--- src/design/w2h_pkg.sv ---
// Shared types and constants for the weighted two-dimensional histogram.
// Holds the command codes, register indexes, queue entry format and back-end states.
// No dependencies.
`timescale 1ns / 1ps

package w2h_pkg;

    localparam int DEF_MAX_COLS = 64;
    localparam int DEF_MAX_ROWS = 64;

    localparam int CFG_IDX_W  = 3;
    localparam int CFG_DATA_W = 16;
    localparam int SAMPLE_W   = 16;
    localparam int BIN_IDX_W  = 6;
    localparam int VALUE_W    = 32;
    localparam int ADDEND_W   = SAMPLE_W + 1;
    localparam int PROD_W     = 2 * ADDEND_W;
    localparam int LIM_W      = 11;

    localparam int Q_DEPTH = 4;
    localparam int Q_PTR_W = 2;

    typedef enum logic [1:0] {
        FUNC_ACC      = 2'd0,
        FUNC_READ     = 2'd1,
        FUNC_READ_CLR = 2'd2
    } t_func;

    typedef enum logic [CFG_IDX_W-1:0] {
        REG_MIN_A      = 3'd0,
        REG_INV_STEP_A = 3'd1,
        REG_BINS_A     = 3'd2,
        REG_MIN_B      = 3'd3,
        REG_INV_STEP_B = 3'd4,
        REG_BINS_B     = 3'd5,
        REG_WEIGHTED   = 3'd6
    } t_cfg_reg;

    typedef struct packed {
        t_func                        func;
        logic [BIN_IDX_W-1:0]         col;
        logic [BIN_IDX_W-1:0]         row;
        logic signed [ADDEND_W-1:0]   addend;
    } t_cmd;

    typedef enum logic [1:0] {
        B_CLEAR,
        B_IDLE,
        B_READ,
        B_WRITE
    } t_back_state;

endpackage

--- src/design/w2h_queue.sv ---
// Short command queue between the histogram front and back ends.
// Depends on w2h_pkg for the command format and depth.
`timescale 1ns / 1ps

module w2h_queue
    import w2h_pkg::*;
(
    input  logic i_clk,
    input  logic i_rst_n,
    input  logic i_push,
    input  t_cmd i_cmd,
    output logic o_full,
    input  logic i_pop,
    output t_cmd o_cmd,
    output logic o_empty
);

    t_cmd               r_slot [Q_DEPTH];
    logic [Q_PTR_W-1:0] r_wr_ptr, r_rd_ptr;
    logic [Q_PTR_W:0]   r_count;

    assign o_full  = (r_count == (Q_PTR_W+1)'(Q_DEPTH));
    assign o_empty = (r_count == '0);
    assign o_cmd   = r_slot[r_rd_ptr];

    always_ff @(posedge i_clk) begin
        if (!i_rst_n) begin
            r_wr_ptr <= '0;
            r_rd_ptr <= '0;
            r_count  <= '0;
        end else begin
            if (i_push) begin
                r_wr_ptr <= r_wr_ptr + 1'b1;
            end
            if (i_pop) begin
                r_rd_ptr <= r_rd_ptr + 1'b1;
            end
            if (i_push && !i_pop) begin
                r_count <= r_count + 1'b1;
            end else if (i_pop && !i_push) begin
                r_count <= r_count - 1'b1;
            end
        end
    end

    always_ff @(posedge i_clk) begin
        if (i_push) begin
            r_slot[r_wr_ptr] <= i_cmd;
        end
    end

endmodule

--- config.mk ---
export PLATFORM = sky130hd
export DESIGN_NAME = w2h_queue
export DESIGN_NICKNAME = d
export VERILOG_FILES = /design/src/design/w2h_pkg.sv /design/src/design/w2h_queue.sv
export SDC_FILE = /design/constraint.sdc
export NUM_CORES = 1
export LEC_CHECK = 0
export BUFFER_PORTS_ARGS = -buffer_cell sky130_fd_sc_hd__buf_2
export CORE_AREA = 2 2 110 112
export DETAILED_ROUTE_END_ITERATION = 10
export DIE_AREA = 0 0 112 114
export GPL_ROUTABILITY_DRIVEN = 0
export GPL_TIMING_DRIVEN = 0
export SETUP_SLACK_MARGIN = 0.3
export SYNTH_ARGS = -nofsm -noshare
export SYNTH_HDL_FRONTEND = slang
export SYNTH_SLANG_ARGS = --single-unit
--- constraint.sdc ---
create_clock -name i_clk -period 2.6 [get_ports i_clk]
set_input_delay 0.13 -clock i_clk [delete_from_list [all_inputs] [get_ports i_clk]]
set_output_delay 0.13 -clock i_clk [all_outputs]
set_load 0.1 [all_outputs]
=== Word level (Yosys, flattened, before mapping) ===
Memory sizes are Yosys's and may differ from the RTL's. A register that Yosys moved wholly into a read port is not among the register bits.
Index checks and enable logic that the tools add are counted.

* Equal/unequal tests: 1
* Muxes and demuxes: 6
* Reduce and logical (&&, ||, !) cells: 6
* Add/sub/neg operators: 4

{| class="wikitable"
|+ Operators by type and width
! operator !! count
|-
| 3-bit two-way mux || 2
|-
| 2-bit by 1-bit adder with 2-bit output, second input constant || 2
|-
| 2-bit two-way mux || 2
|-
| 3-bit by 1-bit adder with 3-bit output, second input constant || 1
|-
| 3-bit equality test, second input constant || 1
|-
| 3-bit logical NOT || 1
|-
| 3-bit by 1-bit subtractor with 3-bit output, second input constant || 1
|-
| 1-bit logical AND || 2
|-
| 1-bit logical NOT || 2
|-
| 1-bit two-way mux || 2
|-
| 2-bit nonzero test || 1
|}

* Word-level logic and storage cells: 21
* Output and inout port bits: 33
* Memory bits (writable): 124
* Flip-flop bits (word level): 7
* Memories: 1

{| class="wikitable"
|+ Memory list
! memory !! depth !! bits a word !! rd ports !! clocked after Yosys merged registers in !! wr ports !! line !! RTL
|-
| r_slot || 4 || 31 || 1 || 1 || 1 || w2h_queue.sv:18 || <nowiki>t_cmd r_slot [Q_DEPTH];</nowiki>
|}

=== Longest topological paths before layout ===
* Depth in word-level cells: 4
* Depth in mapped cells: 7
* Depth with buffers taken out: 7

=== Worst setup path before layout ===
OpenSTA, ideal clock, no wires.

* Kind: register -> output
* From: register r_count[0]
* To: output o_full
* Arrival: 2553 ps
* Path slack: -83 ps
* Required time: 2470 ps
* Cell stages (with the launch flop): 2
* Path through: dfxtp_1 -> nor3b_1

* Longest elaborated chain between the ends: 1

{| class="wikitable"
|+ Ends and longest elaborated chain
! element !! line !! RTL
|-
| start: declaration || w2h_queue.sv:20 || <nowiki>logic [Q_PTR_W:0] r_count;</nowiki>
|-
| start signal: assignment || w2h_queue.sv:39 || <nowiki>r_count <= r_count + 1'b1;</nowiki>
|-
| start signal: assignment || w2h_queue.sv:41 || <nowiki>r_count <= r_count - 1'b1;</nowiki>
|-
| 3-bit equality test || w2h_queue.sv:22 || <nowiki>assign o_full = (r_count == (Q_PTR_W+1)'(Q_DEPTH));</nowiki>
|-
| end: declaration || w2h_queue.sv:12 || <nowiki>output logic o_full,</nowiki>
|}

Every way passes these cells.

==> results.txt <==
- CTS placed an instance of clkbuf_16 at the clock tree root.
- Share of power burned in registers: 43.0%
- Fill cells in the final layout number 967.
- Layout Cells excl Fill: 483
- IR drop worst, VDD: 0.0004018 V
- Most frequent standard cell in the layout excluding fill and tap cells: edfxtp_1
* Area fraction in compound gates after synthesis: 0.2543%
- For this configuration, the core starts out at a cell density of 42.01%.
- The analysis attributes to cell leakage a power of around 2.2 nW.
- Count of endpoints failing hold in the final timing report: 0
- In the final design database the tool counted 364 nets.
* Vias per Instance: 4.870
- Global routing used between 10% and 20% of the available tracks.
- Of all cell types, the one taking the most synthesized area is edfxtp_1.
- Cells with a size suffix above 1 make up 41.96% of the layout.
- The via count of the first global-routing pass was 2516.
- Area of the die: 12770 µm²
* Number of antenna violations at the first check in global routing: 0
- Number of hold-repair buffers added at the cts stage: 31
- Max-cap violations in this run came to 0.
- Of the total power, combinational logic draws 18.4%.
- For this design the top-level I/O count stands at 68.
- Syn avg cell area: 24.12 µm²
* Critical Setup Path Class: reg -> out
- Number of detailed-routing iterations run before antenna repair: 4
* Final Hold Slack: 0.04462 ns
- Counting along the longest clock path gives a buffer depth of 2.
- Setup violations remaining at the end of the flow were counted as 0.
- Number of distinct library cells after synthesis: 20
- By area, the combinational part of the netlist is dominated by multiplexers.
* P per Cell Area: 909.9 nW/µm²
* H-tree Lvls: 4
- Cell family with most CP delay: buffers and inverters
- The synthesized design devotes to its leading area cell type 75.69% of total area.
- Once the clock tree was built, the resizer swapped 0 gates to a different size.
- For the finished layout, the period the worst path requires is 2.047 ns.
- Post-Syn Instances: 204
* DRC violation count after routing: 0
* Cell-internal power: 4.111 mW
- Pin slew with the least headroom to its limit: roughly 0.89 ns
- STA classifies the critical path startpoint as a flip-flop.
- The final number of max-transition violations was 0.
* Share of the cycle needed by the critical path after routing: around four fifths
* Worst Path Buf+Inv: 2
* Max transition margin: between 40 and 50%
- Once detailed placement completed, the half-perimeter wirelength came to 4885 µm.
- Per-cell routed wire length: 17.44 µm
- Buffers placed on the I/O ports in this run total between 60 and 70.
- Slowest CP cell: mux4_2
- Post-Synth Simple-Gate Area: 1.857%
- For the worst-skew pair, the clock arrives at the later sink with an insertion delay of ~0.4 ns.
- Timing would allow up to between 400 and 500 MHz.
- In this run the remaining antenna-violating nets after routing total 0.
- TritonCTS clock tree: built
* Floorplan Core Area: between 10000 and 15000 µm²
- Xor/xnor cell area share of the yosys netlist: 0.8901%
- Class of the most critical hold timing path: in -> reg
* Signed area change from the synthesized netlist to the final layout: 29.60%
- In the final timing run, aggregate negative setup slack is 0 ns.
* Number of sinks driven by the clock tree: 133
* Switch share: roughly 30%
- For this run, the number of Yosys warnings is 0.
* Sequential fraction of the synthesis area: 79.35%
- Finished Cell Area: 6376 µm²
- Worst path arrival time: 1.92 ns
- Maximum number of pins on one net before global-route repair: 32
- The first global-routing pass estimated 13300 µm of wire.
- Post-placement cell area: 5502 µm²
- Max Fanout on Critical Path: 10
- The repair_antennas step left the layout with diodes totalling 0.
- For this run, the slowest stage of the critical path takes 0.54 ns.
- Total routed wirelength: 8422 µm
- Std cell rows: 40
- The signal on the critical path passes through buf_6 > mux4_2 > buf_2.
- Measured along the y axis, the die boundary spans 114 µm.
- After clock tree synthesis, the clock-pin slew on the worst setup and hold paths is 0.06 ns.
* Adder-cell area share of the yosys netlist: ~1.7%
- In this run, placement finished with an instance count of 420.
- The worst setup path is captured at an output port.
- In this run, CTS created clock tree buffers numbering 17.
- Synthesis-stage register bit count: about 130
- By area the synthesized netlist is led by edfxtp_1 (76%), mux4_2 (14%), dfxtp_1 (3.7%).
- The number of nets in the synthesized netlist is 245.
- After the first detailed-routing iteration, the DRC count stood at 89.
* Psw: 1.690 mW
- In this run, the clock network consumes roughly two fifths of the power.
- For the final database, setup skew stands at 0.005226 ns.
* Run status: complete, no violations
- GRT overflow: 0
- Data on the critical path is required at its endpoint by 2.47 ns.
* Highest-count cells in the layout ignoring fill and taps: edfxtp_1 (124), buf_2 (70), dlygate4sd3_1 (31)
* Die width: ~110 µm
* Post-synth design cell area: 4920 µm²
* DR vias: 2352
* Post-CTS Setup Bufs: 0
- RSZ-0062 raised after global routing: false
- The portion of synthesized area spent on multiplexers is 14.67%.
## synthesized netlist by cell type (all sizes together)
| cell type | count |
|---|---|
| a21boi | 1 |
| fa | 1 |
| mux4 | 31 |
| ha | 5 |
| edfxtp | 124 |
| mux2i | 2 |
| buf | 6 |
| nor3b | 1 |
| and2 | 9 |
| or3 | 1 |
| dfxtp | 9 |
| nor3 | 1 |
| xor2 | 3 |
| nor2b | 2 |
| o21ai | 1 |
| nand2 | 1 |
| inv | 4 |
| xnor2 | 2 |
## layout make-up
class	instances	area [µm²]	share of cell area, %
plain buffers	6	48.80	0.7653
clock buffers	17	425.4	6.672
clock inverters	15	138.9	2.178
inverters	4	15.01	0.2355
multi-input cells	61	967.2	15.17
flip-flops and latches	133	3904	61.22
well taps	147	183.9	2.885
repair buffers	100	693.2	10.87
## path summary, 6_finish.rpt
path | end | from | cells after the start | slack (ns)
max reg2reg | r_slot[0][28] | r_wr_ptr[0] | 3 | 0.89
min reg2reg | r_count[2] | r_count[2] | 2 | 0.53
max | o_cmd[16] | flip-flop | 3 | 0.55
min | r_count[2] | i_rst_n | 2 | 0.04
## per-layer routing
layer / wire (µm) / track usage (%) / up-vias
met5: 0 / 0 / -
met4: 160 / 6.829 / 0
met3: 365 / 4.729 / 16
met2: 4245 / 22.71 / 56
met1: 3651 / 18.31 / 1194
li1: - / - / 1086
## cells by family after synthesis
group                      after synthesis
AOI/OAI and AO/OA                        2
xor gates and xnor gates                 5
adders and majority gates                6
buffers and inverters                   10
DFF                                    133
muxes                                   33
and+or+nand+nor                         15
## power by group through the flow
stage / Clock [mW] / Combinational, mW / Sequential, mW
5_1_grt: 2.40 / 1.12 / 2.50
4_1_cts: 2.30 / 1.08 / 2.49
3_5_place_dp: 0 / 1.04 / 2.54
3_3_place_gp: 0 / 1.03 / 2.54
2_1_floorplan: 0 / 0.865 / 2.53
6_report: 2.24 / 1.07 / 2.49
## state kept, by name, indices dropped and copies added (netlist names), named ones only
| register | cells |
|---|---|
| r_slot | 124 |
| r_count | 3 |
| r_rd_ptr | 2 |
| r_wr_ptr | 2 |
## metrics by stage
step                worst slack (ns)  utilization, %  total power [mW]
floorplan                     0.8914               -             3.395
global placement              0.2347           46.53             3.571
detailed placement            0.8567           46.98             3.584
CTS                           0.5027           54.44             5.878
global route                  0.4562           54.44             6.022
finish                        0.5530           54.44             5.801
Note: power is estimated with default switching activity, not from simulation.
