`config.mk`:
```
export PLATFORM = sky130hd
export DESIGN_NAME = w2h_front
export DESIGN_NICKNAME = d
export VERILOG_FILES = /design/src/design/w2h_pkg.sv /design/src/design/w2h_front.sv
export SDC_FILE = /design/constraint.sdc
export NUM_CORES = 2
export LEC_CHECK = 0
export ABC_AREA = 1
export BUFFER_PORTS_ARGS = -buffer_cell sky130_fd_sc_hd__buf_2
export CAP_MARGIN = 20
export CORE_MARGIN = 2
export CORE_UTILIZATION = 50
export DETAILED_ROUTE_END_ITERATION = 10
export PLACE_DENSITY = 0.67
export SLEW_MARGIN = 20
export SYNTH_ARGS = -nofsm -noshare
export SYNTH_HDL_FRONTEND = slang
export SYNTH_SLANG_ARGS = --single-unit
```
`constraint.sdc`:
```
create_clock -name i_clk -period 8.84 [get_ports i_clk]
set_input_delay 1.768 -clock i_clk [delete_from_list [all_inputs] [get_ports i_clk]]
set_output_delay 1.768 -clock i_clk [all_outputs]
set_load 0.01 [all_outputs]
```
`src/design/w2h_pkg.sv`:
```
// Shared types and constants for the weighted two-dimensional histogram.
// Holds the command codes, register indexes, queue entry format and back-end states.
// No dependencies.
`timescale 1ns / 1ps

package w2h_pkg;

    localparam int DEF_MAX_COLS = 64;
    localparam int DEF_MAX_ROWS = 64;

    localparam int CFG_IDX_W  = 3;
    localparam int CFG_DATA_W = 16;
    localparam int SAMPLE_W   = 16;
    localparam int BIN_IDX_W  = 6;
    localparam int VALUE_W    = 32;
    localparam int ADDEND_W   = SAMPLE_W + 1;
    localparam int PROD_W     = 2 * ADDEND_W;
    localparam int LIM_W      = 11;

    localparam int Q_DEPTH = 4;
    localparam int Q_PTR_W = 2;

    typedef enum logic [1:0] {
        FUNC_ACC      = 2'd0,
        FUNC_READ     = 2'd1,
        FUNC_READ_CLR = 2'd2
    } t_func;

    typedef enum logic [CFG_IDX_W-1:0] {
        REG_MIN_A      = 3'd0,
        REG_INV_STEP_A = 3'd1,
        REG_BINS_A     = 3'd2,
        REG_MIN_B      = 3'd3,
        REG_INV_STEP_B = 3'd4,
        REG_BINS_B     = 3'd5,
        REG_WEIGHTED   = 3'd6
    } t_cfg_reg;

    typedef struct packed {
        t_func                        func;
        logic [BIN_IDX_W-1:0]         col;
        logic [BIN_IDX_W-1:0]         row;
        logic signed [ADDEND_W-1:0]   addend;
    } t_cmd;

    typedef enum logic [1:0] {
        B_CLEAR,
        B_IDLE,
        B_READ,
        B_WRITE
    } t_back_state;

endpackage

```
`src/design/w2h_front.sv`:
```
// Front end of the histogram: configuration registers, input stage and bin classification.
// Turns each accepted item into a queue command with final column, row and addend.
// Depends on w2h_pkg.
`timescale 1ns / 1ps

module w2h_front
    import w2h_pkg::*;
#(
    parameter int MAX_COLS = DEF_MAX_COLS,
    parameter int MAX_ROWS = DEF_MAX_ROWS
) (
    input  logic                        i_clk,
    input  logic                        i_rst_n,
    input  logic                        i_cfg_we,
    input  logic [CFG_IDX_W-1:0]        i_cfg_idx,
    input  logic [CFG_DATA_W-1:0]       i_cfg_data,
    input  logic                        i_push,
    output logic                        o_full,
    input  logic [1:0]                  i_func,
    input  logic signed [SAMPLE_W-1:0]  i_sample_a,
    input  logic signed [SAMPLE_W-1:0]  i_sample_b,
    input  logic signed [SAMPLE_W-1:0]  i_weight,
    input  logic [BIN_IDX_W-1:0]        i_read_col,
    input  logic [BIN_IDX_W-1:0]        i_read_row,
    input  logic                        i_hold,
    input  logic                        i_q_full,
    output logic                        o_q_push,
    output t_cmd                        o_cmd
);

    localparam logic [LIM_W-1:0] COL_LIM = LIM_W'(MAX_COLS - 1);
    localparam logic [LIM_W-1:0] ROW_LIM = LIM_W'(MAX_ROWS - 1);

    // Configuration registers
    logic signed [SAMPLE_W-1:0] r_min_a, r_min_b;
    logic [SAMPLE_W-1:0]        r_inv_a, r_inv_b;
    logic [BIN_IDX_W-1:0]       r_bins_a, r_bins_b;
    logic                       r_weighted;

    // Input stage
    logic                       r_f1_valid;
    logic [1:0]                 r_f1_func;
    logic signed [SAMPLE_W-1:0] r_f1_sa, r_f1_sb, r_f1_w;
    logic [BIN_IDX_W-1:0]       r_f1_rc, r_f1_rr;

    // Product stage
    logic                       r_f2_valid;
    t_func                      r_f2_func;
    logic signed [PROD_W-1:0]   r_f2_prod_a, r_f2_prod_b;
    logic signed [ADDEND_W-1:0] r_f2_addend;
    logic [BIN_IDX_W-1:0]       r_f2_rc, r_f2_rr;

    logic                       front_en;
    logic                       accept;
    logic                       f1_func_ok;
    logic signed [ADDEND_W-1:0] diff_a, diff_b;
    logic signed [PROD_W-1:0]   prod_a, prod_b;
    logic signed [ADDEND_W-1:0] addend;
    logic [BIN_IDX_W-1:0]       acc_col, acc_row;

    function automatic logic [BIN_IDX_W-1:0] axis_idx(
        input logic signed [PROD_W-1:0] prod,
        input logic [BIN_IDX_W-1:0]     last
    );
        logic [PROD_W-9:0] idx;
        idx = prod[PROD_W-1:8];
        if (prod < 0) begin
            return '0;
        end else if (idx > (PROD_W-8)'(last)) begin
            return last;
        end else begin
            return idx[BIN_IDX_W-1:0];
        end
    endfunction

    function automatic logic [BIN_IDX_W-1:0] lim_idx(
        input logic [BIN_IDX_W-1:0] v,
        input logic [LIM_W-1:0]     lim
    );
        if (LIM_W'(v) > lim) begin
            return lim[BIN_IDX_W-1:0];
        end else begin
            return v;
        end
    endfunction

    always_ff @(posedge i_clk) begin
        if (!i_rst_n) begin
            r_min_a    <= '0;
            r_min_b    <= '0;
            r_inv_a    <= SAMPLE_W'(256);
            r_inv_b    <= SAMPLE_W'(256);
            r_bins_a   <= BIN_IDX_W'(63);
            r_bins_b   <= BIN_IDX_W'(63);
            r_weighted <= 1'b0;
        end else if (i_cfg_we) begin
            unique case (t_cfg_reg'(i_cfg_idx))
                REG_MIN_A:      r_min_a    <= i_cfg_data;
                REG_INV_STEP_A: r_inv_a    <= i_cfg_data;
                REG_BINS_A:     r_bins_a   <= i_cfg_data[BIN_IDX_W-1:0];
                REG_MIN_B:      r_min_b    <= i_cfg_data;
                REG_INV_STEP_B: r_inv_b    <= i_cfg_data;
                REG_BINS_B:     r_bins_b   <= i_cfg_data[BIN_IDX_W-1:0];
                REG_WEIGHTED:   r_weighted <= i_cfg_data[0];
                default: ;
            endcase
        end
    end

    // The whole front moves together; it stalls only when the product stage
    // holds an item that the queue cannot take.
    assign front_en = !r_f2_valid || !i_q_full;
    assign o_full   = i_hold || !front_en;
    assign accept   = i_push && !o_full;
    assign o_q_push = r_f2_valid && !i_q_full;

    assign f1_func_ok = (r_f1_func == FUNC_ACC) || (r_f1_func == FUNC_READ) ||
                        (r_f1_func == FUNC_READ_CLR);

    assign diff_a = ADDEND_W'(r_f1_sa) - ADDEND_W'(r_min_a);
    assign diff_b = ADDEND_W'(r_f1_sb) - ADDEND_W'(r_min_b);
    assign prod_a = PROD_W'(diff_a) * PROD_W'($signed({1'b0, r_inv_a}));
    assign prod_b = PROD_W'(diff_b) * PROD_W'($signed({1'b0, r_inv_b}));
    assign addend = r_weighted ? ADDEND_W'(r_f1_w) : ADDEND_W'(1);

    always_ff @(posedge i_clk) begin
        if (!i_rst_n) begin
            r_f1_valid <= 1'b0;
            r_f2_valid <= 1'b0;
        end else if (front_en) begin
            r_f1_valid <= accept;
            r_f2_valid <= r_f1_valid && f1_func_ok;
        end
    end

    always_ff @(posedge i_clk) begin
        if (front_en) begin
            r_f1_func   <= i_func;
            r_f1_sa     <= i_sample_a;
            r_f1_sb     <= i_sample_b;
            r_f1_w      <= i_weight;
            r_f1_rc     <= i_read_col;
            r_f1_rr     <= i_read_row;
            r_f2_func   <= t_func'(r_f1_func);
            r_f2_prod_a <= prod_a;
            r_f2_prod_b <= prod_b;
            r_f2_addend <= addend;
            r_f2_rc     <= r_f1_rc;
            r_f2_rr     <= r_f1_rr;
        end
    end

    assign acc_col = lim_idx(axis_idx(r_f2_prod_a, r_bins_a), COL_LIM);
    assign acc_row = lim_idx(axis_idx(r_f2_prod_b, r_bins_b), ROW_LIM);

    always_comb begin
        o_cmd.func   = r_f2_func;
        o_cmd.addend = r_f2_addend;
        if (r_f2_func == FUNC_ACC) begin
            o_cmd.col = acc_col;
            o_cmd.row = acc_row;
        end else begin
            o_cmd.col = lim_idx(r_f2_rc, COL_LIM);
            o_cmd.row = lim_idx(r_f2_rr, ROW_LIM);
        end
    end

endmodule

```
Word-level counts from Yosys, hierarchy flattened
Index checks and enable logic that the tools add are counted.
{ "totals": {"ff_bits": 239, "word_cells": 63} }
{ "op_classes": {"addsub": 2, "multipliers": 2, "magnitude_cmp": 4, "eq_ne": 8, "n_mux": 5, "n_reduce_logical": 21} }
{ "ops": {"columns": ["op", "count"], "rows": [
  ["34-bit by 1-bit < comparator with 1-bit output, second input constant", 2],
  ["17-bit by 17-bit multiplier with 34-bit output", 2],
  ["26-bit by 6-bit > comparator with 1-bit output", 2],
  ["16-bit by 16-bit subtractor with 17-bit output", 2],
  ["6-bit two-way mux", 4],
  ["2-bit AND reduction", 7],
  ["12-bit two-way mux", 1],
  ["3-bit equality test, second input constant", 3],
  ["3-bit by 2-bit equality test with 1-bit output, second input constant", 2],
  ["1-bit zero test", 4],
  ["2-bit zero test", 2],
  ["1-bit logical OR", 4],
  ["3-bit by 1-bit equality test with 1-bit output, second input constant", 1],
  ["1-bit logical AND", 3],
  ["3-bit zero test", 1],
  ["2-bit by 1-bit equality test with 1-bit output, second input constant", 1],
  ["2-bit equality test, second input constant", 1]
]} }

Longest topological paths before layout
{ "depth": {"word_depth": 6, "depth_mapped": 38, "depth_no_buf": 36} }

Worst setup path before layout
Ideal clock, no wire load.
{ "synth_path": {"path_type": "input to output", "start": "input i_q_full", "end": "output o_full", "t_arrival_ps": 5292, "required_ps": 7072, "setup_slack_ps": 1780, "cell_stages": 2, "path_cell_list": "nand2_1 > nand2_1"} }
{ "synth_via": {"elab_chain_cells": 4} }
{ "synth_lines": {"columns": ["element", "line", "rtl"], "rows": [
  ["from (decl)", "w2h_front.sv:26", "input logic i_q_full,"],
  ["1-bit zero test", "w2h_front.sv:112", "assign front_en = !r_f2_valid || !i_q_full;"],
  ["1-bit logical OR", "w2h_front.sv:112", null],
  ["1-bit zero test", "w2h_front.sv:113", "assign o_full = i_hold || !front_en;"],
  ["1-bit logical OR", "w2h_front.sv:113", null],
  ["to (decl)", "w2h_front.sv:18", "output logic o_full,"]
]} }
Every way passes these cells.

Worst setup path in the final report
{ "layout_path": {"start": "register r_f1_sa[0]", "end": "register r_f2_prod_a[33], data pin"} }
{ "layout_via": {"elab_chain_cells": 2} }
{ "layout_lines": {"columns": ["element", "line", "rtl"], "rows": [
  ["from (decl)", "w2h_front.sv:43", "logic signed [SAMPLE_W-1:0] r_f1_sa, r_f1_sb, r_f1_w;"],
  ["from (signal assigned)", "w2h_front.sv:139", "r_f1_sa <= i_sample_a;"],
  ["16-bit by 16-bit subtractor with 17-bit output", "w2h_front.sv:120", "assign diff_a = ADDEND_W'(r_f1_sa) - ADDEND_W'(r_min_a);"],
  ["17-bit by 17-bit multiplier with 34-bit output", "w2h_front.sv:122", "assign prod_a = PROD_W'(diff_a) * PROD_W'($signed({1'b0, r_inv_a}));"],
  ["via prod_a[33]", "w2h_front.sv:57", "logic signed [PROD_W-1:0] prod_a, prod_b;"],
  ["to (signal assigned)", "w2h_front.sv:145", "r_f2_prod_a <= prod_a;"],
  ["to (decl)", "w2h_front.sv:49", "logic signed [PROD_W-1:0] r_f2_prod_a, r_f2_prod_b;"]
]} }
The timed path passes the listed nets, and every way through them passes these cells.
A chain may end at the register's enable or synchronous reset.

==> flow_metrics.env <==
export IMPL_status="finished, final reports clean"
export IMPL_worstMarginPinSlew_ns=1.13
export IMPL_final_area_um2=34200
export IMPL_final_common_cell="inv_1"
export IMPL_slew_violations=0
export IMPL_cts_root_buffer="clkbuf_16"
export IMPL_dpl_hpwl_um=69600
export IMPL_port_buffers=119
export IMPL_crit_type="register to register"
export IMPL_syn_nets=4730
export IMPL_cts_tree="done"
export IMPL_core_area_um2=63200
export IMPL_clk_latency_ns=0.56
export IMPL_crit_buf_inv=8
export IMPL_hold_viol=0
export IMPL_cts_buffers=27
export IMPL_crit_top_cell="nand2_1"
export IMPL_post_route_drc_count=0
export IMPL_gp_congestion=0.934
export IMPL_p_per_area_nw_per_um2=210
export IMPL_setup_ws_ns=1.32
export IMPL_pwr_share_clk_pct=15.9
export IMPL_grt_pass1_vias=26900
export IMPL_cp_top_family="adder cells"
export IMPL_synthArstFlopShare_pct=0
export IMPL_postCtsSetupRepairBufs=0
export IMPL_cts_resized=0
export IMPL_syn2layout_area_growth_pct=7.00
export IMPL_syn_area_um2=32000
export IMPL_syn_inst=3884
export IMPL_p_leak_nw=17.5
export IMPL_h_tree_depth=1
export IMPL_clock_skew_final_ns=0.0156
export IMPL_grt_pass1_wl_um=140000
export IMPL_period_needed_ns=7.52
export IMPL_start_util_pct=50.6
export IMPL_ys_seq_elements=223
export IMPL_fmax_ghz=0.133
export IMPL_die_area_um2=66000
export IMPL_p_int_mw=3.67
export IMPL_drtIter0Drc=1687
export IMPL_cts_sinks=223
export IMPL_synth_edf_count=144
export IMPL_critPathArrivalTime_ns=7.83
export IMPL_avgSynthCellArea_um2=8.23
export IMPL_p_sw_mw=3.52
export IMPL_finalSetupViolCount=0
export IMPL_final_cell_mix="inv_1 (953), nand2_1 (683), fa_1 (543)"
export IMPL_drive_gt1_share_pct=6.45
export IMPL_wl_um=85700
export IMPL_drtAntennaViolNets=0
export IMPL_p_comb_share_pct=63.3
export IMPL_maxCapViolations=0
export IMPL_cp_slowest_cell="fa_1"
export IMPL_tns_ns=0
export IMPL_crit_path_end_kind="register"
export IMPL_slew_headroom_pct=24.2
export IMPL_die_x_um=257
export IMPL_yosysWarnings=0
export IMPL_synth_cell_types=48
export IMPL_critPathMaxFanout=14
export IMPL_sw_frac_of_total_pct=49.0
export IMPL_final_util_pct=54.1
export IMPL_post_drt_wl_per_cell_um=17.8
export IMPL_grt_max_degree=78
export IMPL_hp_class="register to register"
export IMPL_fp_dieH_um=257
export IMPL_clk_pin_slew_worst_paths_ns=0.07
export IMPL_grt_overflow=0
export IMPL_viasPerCell=5.22
export IMPL_num_rows=92
export IMPL_drt_pass1_iterations=5
export IMPL_rsz0062_at_grt="false"
export IMPL_fin_nets=4792
export IMPL_place_area_um2=33300
export IMPL_io_pins=120
export IMPL_ys_seq_area_share_pct=18.5
export IMPL_min_period_over_period_pct=85.1
export IMPL_grtUsageTotal_pct=27.1
export IMPL_antenna_found_initial=0
export IMPL_cts_max_path_buffers=3
export IMPL_ctsHoldBuffers=0
export IMPL_critPathMaxStageDelay_ns=0.98
export IMPL_ir_worst_vdd_uv=144
export IMPL_total_power_mw=7.18
export IMPL_ys_flop_type="edfxtp_1"
export IMPL_dp_slack_ns=1.36
export IMPL_required_ns=9.15
export IMPL_vias=25100
export IMPL_pwr_share_seq_pct=20.8
export IMPL_start_kind="register"
export IMPL_antennaDiodeCount=0
==> worst reg2reg max path, delay by kind of cell (launching register included) <==
kind,cells,cell delay [ns]
DFF,1,0.32
and+or+nand+nor,15,1.61
buffers and inverters,8,0.75
adders and majority gates,9,4.56
AOI/OAI and AO/OA,1,0.04
==> power groups by stage <==
stage                     combinational [mW]  sequential (mW)  clock [mW]
after detailed placement                4.55             1.52           0
after global routing                    5.24             1.51        1.20
after floorplan                         3.31             1.47           0
after CTS                               4.58             1.50        1.16
after global placement                  4.51             1.52           0
final                                   4.55             1.50        1.14
==> path summary, 6_finish.rpt <==
check | endpoint | slack, ns | cells past startpoint | from
max reg2reg | r_f2_prod_a[33] | 1.32 | 33 | r_f1_sa[0]
max | r_f2_prod_a[33] | 1.32 | 33 | r_f1_sa[0]
min | r_f2_rc[5] | 0.42 | 0 | r_f1_rc[5]
min reg2reg | r_f2_rc[5] | 0.42 | 0 | r_f1_rc[5]
==> per-stage QoR <==
step | hold WS, ns | instances
after floorplan | 0.400 | 3884
after global placement | 0.400 | 4763
after detailed placement | 0.405 | 4763
after CTS | 0.418 | 4813
after global routing | 0.422 | 4813
final | 0.416 | 4813
==> cell type report <==
| type | instances | area (um2) |
|---|---|---|
| clock inverter | 17 | 166 |
| multi-input combinational | 2589 | 22000 |
| inverter | 977 | 3670 |
| sequential | 223 | 5910 |
| clock buffer | 33 | 749 |
| tap | 846 | 1060 |
| timing repair buffer | 128 | 663 |
| fill | 6044 | 29000 |
==> sequential cells by signal, summed over array words and instances, names as in the netlist, 16 cells and up <==
name         flops
r_f2_prod_a     26
r_f2_prod_b     26
r_f1_sa         16
r_f1_sb         16
r_f1_w          16
r_f2_addend     16
r_inv_a         16
r_inv_b         16
r_min_a         16
r_min_b         16
==> kinds of logic (layout without fill, tap and decap cells) <==
family                     after synthesis  after routing  synth area share [%]
xor gates and xnor gates                66             66                  1.92
adders and majority gates              759            759                  42.4
DFF                                    223            223                  18.5
buffers and inverters                 1072           1155                  12.7
and+or+nand+nor                       1445           1445                  19.0
AOI/OAI and AO/OA                      319            319                  5.45
==> metal layers <==
metal / share of wire (%) / vias to the layer above / track usage, %
met3: 5.8 / 252 / 3.29
li1: - / 11800 / -
met4: 6.5 / 0 / 14.6
met2: 50 / 823 / 48.9
met5: 0 / - / 0
met1: 38 / 12300 / 31.4
==> Yosys cell counts, types with 2 or more instances <==
cell / number / area (um2)
or2_2: 14 / 87.6
nand2_4: 5 / 56.3
a21oi_2: 3 / 26.3
dfxtp_1: 79 / 1580
o21a_1: 6 / 45.0
xnor2_1: 20 / 175
clkbuf_1: 76 / 285
inv_2: 13 / 48.8
nor4_1: 6 / 37.5
edfxtp_1: 144 / 4320
o21bai_1: 8 / 60.1
inv_1: 953 / 3580
ha_1: 216 / 2700
a21oi_1: 150 / 751
nor2_1: 421 / 1580
fa_1: 543 / 10900
a21o_1: 2 / 15.0
buf_4: 3 / 22.5
nand3b_1: 5 / 37.5
nor3_1: 14 / 70.1
nand3_2: 4 / 40.0
buf_1: 2 / 7.51
o211ai_1: 19 / 143
xor2_1: 44 / 385
nand2_2: 25 / 156
nand3_1: 229 / 1150
or2_1: 5 / 31.3
buf_2: 12 / 60.1
a31oi_1: 3 / 18.8
clkinv_1: 10 / 37.5
a21oi_4: 3 / 48.8
nor2_4: 6 / 67.6
nor2b_1: 2 / 12.5
o21ai_0: 121 / 606
nand3b_2: 2 / 22.5
nand4_1: 20 / 125
nand2_1: 684 / 2570
xor2_4: 2 / 55.1
Power figures use the tool's default switching activity.
